==> src/rtl/fiducial_box_circle_veto_macros.svh <==
// Assertion macros for the fiducial box/circle veto block.
// Used by fiducial_box_circle_veto.sv; expects clk and rst_n in scope.
`ifndef FIDUCIAL_BOX_CIRCLE_VETO_MACROS_SVH
`define FIDUCIAL_BOX_CIRCLE_VETO_MACROS_SVH
`ifndef SYNTHESIS
`define FBCV_ASSERT_IMP(lbl, ante, cons) \
    lbl: assert property (@(posedge clk) disable iff (!rst_n) (ante) |-> (cons)) \
        else $error("fbcv assertion failed");
`define FBCV_ASSERT_NXT(lbl, ante, cons) \
    lbl: assert property (@(posedge clk) disable iff (!rst_n) (ante) |=> (cons)) \
        else $error("fbcv assertion failed");
`else
`define FBCV_ASSERT_IMP(lbl, ante, cons)
`define FBCV_ASSERT_NXT(lbl, ante, cons)
`endif
`endif

==> src/rtl/fbcv_pkg.sv <==
// Shared types and constants for the fiducial box/circle veto block.
// No dependencies.
`default_nettype none
package fbcv_pkg;

    localparam int COORD_W = 16;
    localparam int HW_W    = 15;
    localparam int RAD_W   = 15;

    // function codes of an input item
    localparam logic [1:0] FUNC_TEST  = 2'd0;
    localparam logic [1:0] FUNC_DEAD  = 2'd1;
    localparam logic [1:0] FUNC_TRIG  = 2'd2;
    localparam logic [1:0] FUNC_CIRC  = 2'd3;

    // reject reasons
    localparam logic [1:0] REASON_NONE = 2'd0;
    localparam logic [1:0] REASON_DEAD = 2'd1;
    localparam logic [1:0] REASON_TRIG = 2'd2;
    localparam logic [1:0] REASON_CIRC = 2'd3;

    // register indexes
    localparam logic [2:0] REG_DEAD_HW   = 3'd0;
    localparam logic [2:0] REG_TRIG_HW   = 3'd1;
    localparam logic [2:0] REG_DEAD_CNT  = 3'd2;
    localparam logic [2:0] REG_TRIG_CNT  = 3'd3;
    localparam logic [2:0] REG_CIRC_CNT  = 3'd4;

    // standard circle: centre x = -2.025 cm, radius 12 cm
    localparam int CIRC0_X_MILLI = 2025;
    localparam int CIRC0_R_CM    = 12;
    localparam int RAD_MAX       = 32767;

    typedef enum logic [1:0] {
        OP_NONE      = 2'd0,
        OP_SQ_DX     = 2'd1,
        OP_SQ_DY_ACC = 2'd2,
        OP_SQ_R_ADD  = 2'd3
    } alu_op_t;

    typedef struct packed {
        alu_op_t         op;
        logic [HW_W-1:0] hw;
    } alu_ctl_t;

endpackage
`default_nettype wire

==> src/rtl/fbcv_box_ram.sv <==
// Box centre store: one write port, one registered read port.
// Depends on nothing but its parameter.
`default_nettype none
module fbcv_box_ram #(
    parameter  int DEPTH = 32,
    localparam int AW    = (DEPTH > 1) ? $clog2(DEPTH) : 1
) (
    input  wire logic                  clk,
    input  wire logic                  we,
    input  wire logic [AW-1:0]         waddr,
    input  wire logic [31:0]           wdata,
    input  wire logic [AW-1:0]         raddr,
    output logic      [31:0]           rdata
);
    logic [31:0] mem_reg [DEPTH];

    always_ff @(posedge clk)
    begin
        if (we)
        begin
            mem_reg[waddr] <= wdata;
        end
        rdata <= mem_reg[raddr];
    end
endmodule
`default_nettype wire

==> src/rtl/fbcv_alu.sv <==
// Shared compare and square-accumulate unit.
// Uses fbcv_pkg for the operation codes and control struct.
`default_nettype none
module fbcv_alu (
    input  wire logic                                 clk,
    input  wire fbcv_pkg::alu_ctl_t                   ctl,
    input  wire logic signed [fbcv_pkg::COORD_W-1:0]  pt_x,
    input  wire logic signed [fbcv_pkg::COORD_W-1:0]  pt_y,
    input  wire logic signed [fbcv_pkg::COORD_W-1:0]  ctr_x,
    input  wire logic signed [fbcv_pkg::COORD_W-1:0]  ctr_y,
    input  wire logic [fbcv_pkg::RAD_W-1:0]           radius,
    output logic                                      box_hit,
    output logic                                      circ_hit
);
    logic [16:0] dx, dy, ndx, ndy;
    logic [15:0] adx, ady, mul_a;
    logic [31:0] sq;
    logic [31:0] prod_reg;
    logic [32:0] acc_reg;

    always_comb
    begin
        dx  = {pt_x[15], pt_x} - {ctr_x[15], ctr_x};
        dy  = {pt_y[15], pt_y} - {ctr_y[15], ctr_y};
        ndx = 17'd0 - dx;
        ndy = 17'd0 - dy;
        adx = dx[16] ? ndx[15:0] : dx[15:0];
        ady = dy[16] ? ndy[15:0] : dy[15:0];
        box_hit = (adx <= {1'b0, ctl.hw}) && (ady <= {1'b0, ctl.hw});
        case (ctl.op)
            fbcv_pkg::OP_SQ_DX:     mul_a = adx;
            fbcv_pkg::OP_SQ_DY_ACC: mul_a = ady;
            fbcv_pkg::OP_SQ_R_ADD:  mul_a = {1'b0, radius};
            default:                mul_a = adx;
        endcase
        sq       = mul_a * mul_a;
        circ_hit = acc_reg <= {1'b0, prod_reg};
    end

    always_ff @(posedge clk)
    begin
        case (ctl.op)
            fbcv_pkg::OP_SQ_DX:
            begin
                prod_reg <= sq;
            end
            fbcv_pkg::OP_SQ_DY_ACC:
            begin
                acc_reg  <= {1'b0, prod_reg};
                prod_reg <= sq;
            end
            fbcv_pkg::OP_SQ_R_ADD:
            begin
                acc_reg  <= acc_reg + {1'b0, prod_reg};
                prod_reg <= sq;
            end
            default:
            begin
                prod_reg <= prod_reg;
            end
        endcase
    end
endmodule
`default_nettype wire

==> src/rtl/fiducial_box_circle_veto.sv <==
// Fiducial box/circle veto: an input item either loads a table entry or tests a
// point against the dead cell boxes, the trigger cell boxes and the veto circles.
// Config on an APB-style port. Entries walked through fbcv_alu, box entries one per cycle.
//
// Usage notes:
//   Input items on s_axis_*, func in tuser; results on m_axis_*, write flag in tuser.
//   Exactly one result item per input item, in order.
//   A write item passes to the finish state and then into the output register.
//   A test item walks the active dead boxes, then the active trigger boxes, then
//   the active circles; the walk stops at the first region that holds the point.
//   The time is set by the box stores, read one entry a cycle, and by the single
//   multiplier, used three times for each circle.
//   s_axis_tready is high only while no item is in progress; one item at a time.
//   The result waits in an output register; a stalled receiver holds the block
//   once the next item's result is ready, and the input is taken again after.
//   Reset clears control state and registers, and reloads the standard circle
//   in entry 0. Box stores hold no reset value: write entries before use.
//   Registers may be written only while the block is idle.
`default_nettype none
`include "fiducial_box_circle_veto_macros.svh"
module fiducial_box_circle_veto #(
    parameter int BOX_ENTRIES      = 32,
    parameter int TRIG_BOX_ENTRIES = 32,
    parameter int CIRCLE_ENTRIES   = 4,
    parameter int FRAC_BITS        = 8
) (
    input  wire logic        clk,
    input  wire logic        rst_n,
    // APB-style config
    input  wire logic        psel,
    input  wire logic        penable,
    input  wire logic        pwrite,
    input  wire logic [4:0]  paddr,
    input  wire logic [31:0] pwdata,
    output logic      [31:0] prdata,
    output logic             pready,
    // input items
    input  wire logic        s_axis_tvalid,
    output logic             s_axis_tready,
    // entry_index[4:0], pos_x[20:5], pos_y[36:21], circle_radius[51:37], zero pad
    input  wire logic [55:0] s_axis_tdata,
    // func[1:0]
    input  wire logic [1:0]  s_axis_tuser,
    // result items
    output logic             m_axis_tvalid,
    input  wire logic        m_axis_tready,
    // accepted[0], reject_reason[2:1], zero pad
    output logic [7:0]       m_axis_tdata,
    // write_ack[0]
    output logic [0:0]       m_axis_tuser
);
    localparam int MAXD  = (BOX_ENTRIES > TRIG_BOX_ENTRIES) ? BOX_ENTRIES : TRIG_BOX_ENTRIES;
    localparam int CNTW  = $clog2(MAXD + 1);
    localparam int DAW   = (BOX_ENTRIES > 1) ? $clog2(BOX_ENTRIES) : 1;
    localparam int TAW   = (TRIG_BOX_ENTRIES > 1) ? $clog2(TRIG_BOX_ENTRIES) : 1;
    localparam int CCW   = $clog2(CIRCLE_ENTRIES + 1);
    localparam int CIW   = (CIRCLE_ENTRIES > 1) ? $clog2(CIRCLE_ENTRIES) : 1;
    localparam int R_FULL  = fbcv_pkg::CIRC0_R_CM << FRAC_BITS;
    localparam int R_RESET = (R_FULL > fbcv_pkg::RAD_MAX) ? fbcv_pkg::RAD_MAX : R_FULL;
    localparam int CX_MAG  = (fbcv_pkg::CIRC0_X_MILLI * (1 << FRAC_BITS) + 500) / 1000;
    localparam logic [15:0] CX_RESET = 16'(0 - CX_MAG);

    typedef enum logic [3:0] {
        ST_IDLE = 4'b0001,
        ST_BOX  = 4'b0010,
        ST_CIRC = 4'b0100,
        ST_FIN  = 4'b1000
    } state_t;

    // input unpack
    logic [1:0]         in_func;
    logic [4:0]         in_idx;
    logic signed [15:0] in_x, in_y;
    logic [14:0]        in_rad;
    logic               in_acc;

    assign in_func = s_axis_tuser;
    assign in_idx  = s_axis_tdata[4:0];
    assign in_x    = s_axis_tdata[20:5];
    assign in_y    = s_axis_tdata[36:21];
    assign in_rad  = s_axis_tdata[51:37];
    assign in_acc  = s_axis_tvalid && s_axis_tready;

    // config registers
    logic [14:0] dead_hw_reg, trig_hw_reg;
    logic [5:0]  dead_cnt_reg, trig_cnt_reg;
    logic [2:0]  circ_cnt_reg;
    logic        cfg_we;

    assign pready = 1'b1;
    assign cfg_we = psel && penable && pwrite && pready;

    always_ff @(posedge clk or negedge rst_n)
    begin
        if (!rst_n)
        begin
            dead_hw_reg  <= '0;
            trig_hw_reg  <= '0;
            dead_cnt_reg <= '0;
            trig_cnt_reg <= '0;
            circ_cnt_reg <= 3'd1;
        end
        else if (cfg_we)
        begin
            case (paddr[4:2])
                fbcv_pkg::REG_DEAD_HW:  dead_hw_reg  <= pwdata[14:0];
                fbcv_pkg::REG_TRIG_HW:  trig_hw_reg  <= pwdata[14:0];
                fbcv_pkg::REG_DEAD_CNT: dead_cnt_reg <= pwdata[5:0];
                fbcv_pkg::REG_TRIG_CNT: trig_cnt_reg <= pwdata[5:0];
                fbcv_pkg::REG_CIRC_CNT: circ_cnt_reg <= pwdata[2:0];
                default:                dead_hw_reg  <= dead_hw_reg;
            endcase
        end
    end

    always_comb
    begin
        case (paddr[4:2])
            fbcv_pkg::REG_DEAD_HW:  prdata = 32'(dead_hw_reg);
            fbcv_pkg::REG_TRIG_HW:  prdata = 32'(trig_hw_reg);
            fbcv_pkg::REG_DEAD_CNT: prdata = 32'(dead_cnt_reg);
            fbcv_pkg::REG_TRIG_CNT: prdata = 32'(trig_cnt_reg);
            fbcv_pkg::REG_CIRC_CNT: prdata = 32'(circ_cnt_reg);
            default:                prdata = '0;
        endcase
    end

    // active counts, saturated at table depth
    logic [CNTW-1:0] n_dead, n_trig, n_cur;
    logic [CCW-1:0]  n_circ;

    assign n_dead = (32'(dead_cnt_reg) > BOX_ENTRIES) ? CNTW'(BOX_ENTRIES) : CNTW'(dead_cnt_reg);
    assign n_trig = (32'(trig_cnt_reg) > TRIG_BOX_ENTRIES) ?
                    CNTW'(TRIG_BOX_ENTRIES) : CNTW'(trig_cnt_reg);
    assign n_circ = (32'(circ_cnt_reg) > CIRCLE_ENTRIES) ?
                    CCW'(CIRCLE_ENTRIES) : CCW'(circ_cnt_reg);

    // sequencer state
    state_t             state_reg, state_next;
    logic               tbl_reg, tbl_next;
    logic [CNTW-1:0]    cnt_reg, cnt_next;
    logic               pend_reg, pend_next;
    logic [CCW-1:0]     cidx_reg, cidx_next;
    logic [1:0]         cstep_reg, cstep_next;
    logic signed [15:0] px_reg, px_next, py_reg, py_next;
    logic [1:0]         reason_reg, reason_next;
    logic               wack_reg, wack_next;
    logic               out_valid_reg, out_valid_next;
    logic [1:0]         out_reason_reg;
    logic               out_wack_reg;
    logic               out_load;

    // circle store
    logic signed [15:0] circ_x_reg [CIRCLE_ENTRIES];
    logic signed [15:0] circ_y_reg [CIRCLE_ENTRIES];
    logic [14:0]        circ_r_reg [CIRCLE_ENTRIES];
    logic               circ_we;

    assign circ_we = in_acc && (in_func == fbcv_pkg::FUNC_CIRC) && (32'(in_idx) < CIRCLE_ENTRIES);

    always_ff @(posedge clk or negedge rst_n)
    begin
        if (!rst_n)
        begin
            for (int i = 0; i < CIRCLE_ENTRIES; i++)
            begin
                circ_x_reg[i] <= (i == 0) ? CX_RESET : 16'd0;
                circ_y_reg[i] <= '0;
                circ_r_reg[i] <= (i == 0) ? 15'(R_RESET) : 15'd0;
            end
        end
        else if (circ_we)
        begin
            circ_x_reg[CIW'(in_idx)] <= in_x;
            circ_y_reg[CIW'(in_idx)] <= in_y;
            circ_r_reg[CIW'(in_idx)] <= in_rad;
        end
    end

    // box stores
    logic        dead_we, trig_we;
    logic [31:0] dead_rdata, trig_rdata;

    assign dead_we = in_acc && (in_func == fbcv_pkg::FUNC_DEAD) && (32'(in_idx) < BOX_ENTRIES);
    assign trig_we = in_acc && (in_func == fbcv_pkg::FUNC_TRIG) &&
                     (32'(in_idx) < TRIG_BOX_ENTRIES);

    fbcv_box_ram #(.DEPTH(BOX_ENTRIES)) u_dead_ram (
        .clk   (clk),
        .we    (dead_we),
        .waddr (DAW'(in_idx)),
        .wdata ({in_y, in_x}),
        .raddr (cnt_reg[DAW-1:0]),
        .rdata (dead_rdata)
    );

    fbcv_box_ram #(.DEPTH(TRIG_BOX_ENTRIES)) u_trig_ram (
        .clk   (clk),
        .we    (trig_we),
        .waddr (TAW'(in_idx)),
        .wdata ({in_y, in_x}),
        .raddr (cnt_reg[TAW-1:0]),
        .rdata (trig_rdata)
    );

    // shared unit
    fbcv_pkg::alu_ctl_t alu_ctl;
    logic signed [15:0] ctr_x, ctr_y;
    logic [14:0]        ctr_r;
    logic               box_hit, circ_hit;

    fbcv_alu u_alu (
        .clk      (clk),
        .ctl      (alu_ctl),
        .pt_x     (px_reg),
        .pt_y     (py_reg),
        .ctr_x    (ctr_x),
        .ctr_y    (ctr_y),
        .radius   (ctr_r),
        .box_hit  (box_hit),
        .circ_hit (circ_hit)
    );

    logic can_issue;

    assign n_cur     = tbl_reg ? n_trig : n_dead;
    assign can_issue = cnt_reg < n_cur;
    assign s_axis_tready = (state_reg == ST_IDLE);
    assign out_load  = (state_reg == ST_FIN) && (!out_valid_reg || m_axis_tready);

    always_comb
    begin
        state_next  = state_reg;
        tbl_next    = tbl_reg;
        cnt_next    = cnt_reg;
        pend_next   = pend_reg;
        cidx_next   = cidx_reg;
        cstep_next  = cstep_reg;
        px_next     = px_reg;
        py_next     = py_reg;
        reason_next = reason_reg;
        wack_next   = wack_reg;
        alu_ctl.op  = fbcv_pkg::OP_NONE;
        alu_ctl.hw  = tbl_reg ? trig_hw_reg : dead_hw_reg;
        ctr_r       = circ_r_reg[cidx_reg[CIW-1:0]];
        if (state_reg == ST_CIRC)
        begin
            ctr_x = circ_x_reg[cidx_reg[CIW-1:0]];
            ctr_y = circ_y_reg[cidx_reg[CIW-1:0]];
        end
        else
        begin
            ctr_x = tbl_reg ? trig_rdata[15:0] : dead_rdata[15:0];
            ctr_y = tbl_reg ? trig_rdata[31:16] : dead_rdata[31:16];
        end

        case (state_reg)
            ST_IDLE:
            begin
                if (s_axis_tvalid)
                begin
                    px_next     = in_x;
                    py_next     = in_y;
                    reason_next = fbcv_pkg::REASON_NONE;
                    if (in_func == fbcv_pkg::FUNC_TEST)
                    begin
                        state_next = ST_BOX;
                        tbl_next   = 1'b0;
                        cnt_next   = '0;
                        pend_next  = 1'b0;
                        wack_next  = 1'b0;
                    end
                    else
                    begin
                        state_next = ST_FIN;
                        wack_next  = 1'b1;
                    end
                end
            end
            ST_BOX:
            begin
                pend_next = can_issue;
                if (can_issue)
                begin
                    cnt_next = cnt_reg + 1'b1;
                end
                if (pend_reg && box_hit)
                begin
                    reason_next = tbl_reg ? fbcv_pkg::REASON_TRIG : fbcv_pkg::REASON_DEAD;
                    state_next  = ST_FIN;
                    pend_next   = 1'b0;
                end
                else if (!pend_reg && !can_issue)
                begin
                    cnt_next = '0;
                    if (!tbl_reg)
                    begin
                        tbl_next = 1'b1;
                    end
                    else
                    begin
                        state_next = ST_CIRC;
                        cidx_next  = '0;
                        cstep_next = 2'd0;
                    end
                end
            end
            ST_CIRC:
            begin
                case (cstep_reg)
                    2'd0:
                    begin
                        if (cidx_reg < n_circ)
                        begin
                            alu_ctl.op = fbcv_pkg::OP_SQ_DX;
                            cstep_next = 2'd1;
                        end
                        else
                        begin
                            state_next = ST_FIN;
                        end
                    end
                    2'd1:
                    begin
                        alu_ctl.op = fbcv_pkg::OP_SQ_DY_ACC;
                        cstep_next = 2'd2;
                    end
                    2'd2:
                    begin
                        alu_ctl.op = fbcv_pkg::OP_SQ_R_ADD;
                        cstep_next = 2'd3;
                    end
                    default:
                    begin
                        cstep_next = 2'd0;
                        if (circ_hit)
                        begin
                            reason_next = fbcv_pkg::REASON_CIRC;
                            state_next  = ST_FIN;
                        end
                        else
                        begin
                            cidx_next = cidx_reg + 1'b1;
                        end
                    end
                endcase
            end
            ST_FIN:
            begin
                if (out_load)
                begin
                    state_next = ST_IDLE;
                end
            end
            default:
            begin
                state_next = ST_IDLE;
            end
        endcase
    end

    always_comb
    begin
        out_valid_next = out_valid_reg;
        if (out_load)
        begin
            out_valid_next = 1'b1;
        end
        else if (m_axis_tready)
        begin
            out_valid_next = 1'b0;
        end
    end

    always_ff @(posedge clk or negedge rst_n)
    begin
        if (!rst_n)
        begin
            state_reg     <= ST_IDLE;
            tbl_reg       <= 1'b0;
            cnt_reg       <= '0;
            pend_reg      <= 1'b0;
            cidx_reg      <= '0;
            cstep_reg     <= 2'd0;
            out_valid_reg <= 1'b0;
        end
        else
        begin
            state_reg     <= state_next;
            tbl_reg       <= tbl_next;
            cnt_reg       <= cnt_next;
            pend_reg      <= pend_next;
            cidx_reg      <= cidx_next;
            cstep_reg     <= cstep_next;
            out_valid_reg <= out_valid_next;
        end
    end

    always_ff @(posedge clk)
    begin
        px_reg     <= px_next;
        py_reg     <= py_next;
        reason_reg <= reason_next;
        wack_reg   <= wack_next;
        if (out_load)
        begin
            out_reason_reg <= reason_reg;
            out_wack_reg   <= wack_reg;
        end
    end

    assign m_axis_tvalid = out_valid_reg;
    assign m_axis_tdata  = {5'd0, out_reason_reg,
                            (!out_wack_reg) && (out_reason_reg == fbcv_pkg::REASON_NONE)};
    assign m_axis_tuser  = out_wack_reg;

    `FBCV_ASSERT_NXT(a_busy_after_take, s_axis_tvalid && s_axis_tready, !s_axis_tready)
    `FBCV_ASSERT_IMP(a_write_no_reason, m_axis_tvalid && m_axis_tuser[0],
                     m_axis_tdata[2:0] == 3'd0)
    `FBCV_ASSERT_IMP(a_pend_in_box, pend_reg, state_reg == ST_BOX)
    `FBCV_ASSERT_NXT(a_out_held, m_axis_tvalid && !m_axis_tready,
                     m_axis_tvalid && $stable(m_axis_tdata))
endmodule
`default_nettype wire

==> config.mk <==
export PLATFORM = sky130hd
export DESIGN_NAME = fiducial_box_circle_veto
export DESIGN_NICKNAME = d
export VERILOG_FILES = /design/src/rtl/fbcv_pkg.sv /design/src/rtl/fbcv_box_ram.sv /design/src/rtl/fbcv_alu.sv /design/src/rtl/fiducial_box_circle_veto.sv
export VERILOG_INCLUDE_DIRS = /design/src /design/src/rtl
export SDC_FILE = /design/constraint.sdc
export NUM_CORES = 2
export LEC_CHECK = 0
export BUFFER_PORTS_ARGS = -buffer_cell sky130_fd_sc_hd__buf_2
export CORE_ASPECT_RATIO = 1.1
export CORE_MARGIN = 1
export CORE_UTILIZATION = 63
export DETAILED_ROUTE_END_ITERATION = 8
export PLACE_DENSITY = 0.86
export SYNTH_ARGS = -nofsm -noshare
export SYNTH_HDL_FRONTEND = slang
export SYNTH_HIERARCHICAL = 1
export SYNTH_SLANG_ARGS = --single-unit
==> constraint.sdc <==
create_clock -name clk -period 11.5 [get_ports clk]
set_input_delay 2.875 -clock clk [delete_from_list [all_inputs] [get_ports clk]]
set_output_delay 2.875 -clock clk [all_outputs]
set_load 0.03 [all_outputs]
==> results.toml <==
[routing]
num_vias = 65698
avgViaCountPerCell = 6.67
wl_per_cell_um = 27.9
drt_iter0_markers = 8213
firstDrtPassIters = 6
drc = 0
wl_um = 275000
ant_nets = 0

[floorplanning]
rows = 160
die_height_um = 441
dieWidth_um = 401
core_area_mm2 = 0.173
dieArea_mm2 = 0.177
io_pins = 146
initial_core_util_pct = 63.6

[yosys]
synth_ff_type = "edfxtp_1"
synthTopCellsByCount = "2150 x edfxtp_1, 1080 x mux2i_1, 387 x nand2_1"
synth_compound_area_share_pct = 6.36
syn_area_per_cell_um2 = 15.1
synth_cell_types = 106
synth-simple-area-share_pct = 5.02
synth_top_area_share_pct = 58.6
synth_mux_area_share_pct = 13.4
synth_xor_area_share_pct = 0.827
synthAdderAreaFrac_pct = 5.74
syn_inst = 7294
synth_top_family_by_area = "multiplexers"
synth_edf_count = 2150
yosys_register_bits = 2465
ys_seq_area_share_pct = 65.5
synth_area_mm2 = 0.110
synth_area_leader_cell = "edfxtp_1"
yosys_warnings = 6
synthTopCellsByArea = "edfxtp_1 59%, mux2i_1 9.8%, dfrtp_1 5.3%"
yosysMostFrequentCell = "edfxtp_1"
ys_async_sr_fraction_pct = 10.2

[setup_path]
critPathSlowestCell = "or4b_4"
slowest_delay_ns = 0.62
cp_data_arrival_time_ns = 11.65
rr_startpoint = "state_reg[3]$_DFFE_PN0P_"
critPathCaptureType = "register"
path_buf_inv = 7
worst-r2r-setup-slack_ns = 0.44
crit_required_ns = 12.09
cp_num_cells = 41
path_class = "register to register"
critPathTopFamily = "adder cells"
r2r-end = "u_alu/prod_reg[31]$_DFFE_PP_"
path_max_fanout = 36
crit_top_cell = "fa_1"
ff2ff_path_depth = 41
cp-start-kind = "register"

[status]
outcome = "completed"

[sta]
fmax_ghz = 0.0905
worstMarginPinSlew_ns = 1.31
min_period_ns = 11.06
finalCritPeriodShare_pct = 96.1
fin_skew_ns = 0.0500
maxSlewViolCount = 0
setup_viol = 0
max_slew_margin_pct = 11.7
finalHoldViolations = 0
finalSetupTns_ns = 0

[worst_hold_path]
hold_path.class = "register to register"
hp-start = "reason_reg[1]$_SDFFCE_PN0P_"
min_path_cells = 0
hold_end = "out_reason_reg[1]$_DFFE_PP_"

[layout]
area_growth_pct = 9.13
drive_above_1_share_pct = 13.6
layout.nets = 7906
n_fill_cell = 10474

[run]
drv_cap = 0

[clocking]
clk_path_buf_depth = 3
tritoncts = "yes"
htree_levels = 4
cts_buffers = 219
cts.clk_slew.worst_paths_ns = 0.06
postCtsHoldBufs = 0
cts_root_buf = "clkbuf_16"
clkLatencyLatePin_ns = 0.89
clock-sinks = 2465

[grt]
grt_pass1_vias = 65910
grt.overflow.total = 0
track_usage_pct = 30.8
grt_max_degree = 129
grt_first_pass_wirelength_um = 404000
antenna_found_initial = 15

[place]
place.gp.congestion = 0.935
portBuffers = 99
dp_hpwl_um = 156000
[metrics by stage]
step	utilization [%]	std cells	setup WS (ns)	instance area, um2	hold slack [ns]
finish	69.4	9853	0.444	120000	0.431
global route	69.4	9847	-0.0343	120000	0.426
CTS	69.2	9832	0.172	120000	0.430
detailed placement	65.2	9430	0.208	113000	0.414
global placement	65.2	9430	0.489	113000	0.409
floorplan	-	7315	1.27	110000	0.400
[worst max-delay path by stage]
stage                                   startpoint                           end
after floorplan           state_reg[3]$_DFFE_PN0P_  u_alu/prod_reg[31]$_DFFE_PP_
after global placement     cidx_reg[0]$_DFFE_PN0P_  u_alu/prod_reg[31]$_DFFE_PP_
after detailed placement   cidx_reg[0]$_DFFE_PN0P_  u_alu/prod_reg[31]$_DFFE_PP_
after CTS                  cidx_reg[0]$_DFFE_PN0P_  u_alu/prod_reg[31]$_DFFE_PP_
after global routing       cidx_reg[1]$_DFFE_PN0P_  u_alu/prod_reg[31]$_DFFE_PP_
final                     state_reg[3]$_DFFE_PN0P_  u_alu/prod_reg[31]$_DFFE_PP_
[cells in the final DEF (no fill, tap or decap), types with 98 or more instances in the layout]
| cell | instances |
|---|---|
| ha_1 | 240 |
| o21ai_0 | 122 |
| a21oi_1 | 285 |
| nand3_1 | 222 |
| edfxtp_1 | 2150 |
| dfrtp_1 | 230 |
| a22o_1 | 130 |
| nand2_1 | 386 |
| clkbuf_16 | 223 |
| mux2_2 | 252 |
| mux2i_1 | 1079 |
| fa_1 | 166 |
| buf_4 | 131 |
| nor2_1 | 197 |
| buf_2 | 98 |
| inv_1 | 326 |
| a22oi_1 | 199 |
[repair_timing]
item | CTS | global route
setup buffers | 0 | 14
resized for setup | 0 | 14
endpoints found under the setup margin | 0 | 5
[layer usage]
layer  global-route usage [%]  wire [um]  up-vias
met5                        0        100        -
met4                     18.3      17300       14
met3                     5.77      28800      821
met2                     50.4     132000     4253
met1                     38.5      96900    32917
li1                         -          -    27693
[final cells by class]
| class | instances | area, um2 | share of cell area, % |
|---|---|---|---|
| well taps | 2268 | 2840 | 2.36 |
| diodes | 6 | 15.0 | 0.0125 |
| clock buffers | 284 | 5900 | 4.90 |
| flip-flops and latches | 2465 | 72200 | 60.0 |
| multi-input cells | 4135 | 35300 | 29.4 |
| clock inverters | 118 | 1060 | 0.881 |
| inverters | 335 | 1260 | 1.05 |
| repair buffers | 242 | 1730 | 1.44 |
[kinds of logic after synthesis]
| kind of cell | after synthesis |
|---|---|
| flops | 2465 |
| other cells | 2 |
| simple gates | 1180 |
| buf+inv | 715 |
| fa+ha+maj | 406 |
| compound gates | 1037 |
| xor+xnor | 104 |
| mux | 1385 |
Power is left out: the tool's default activity adds up to more than one toggle a clock period on the data nets, which glitch-free logic cannot reach.
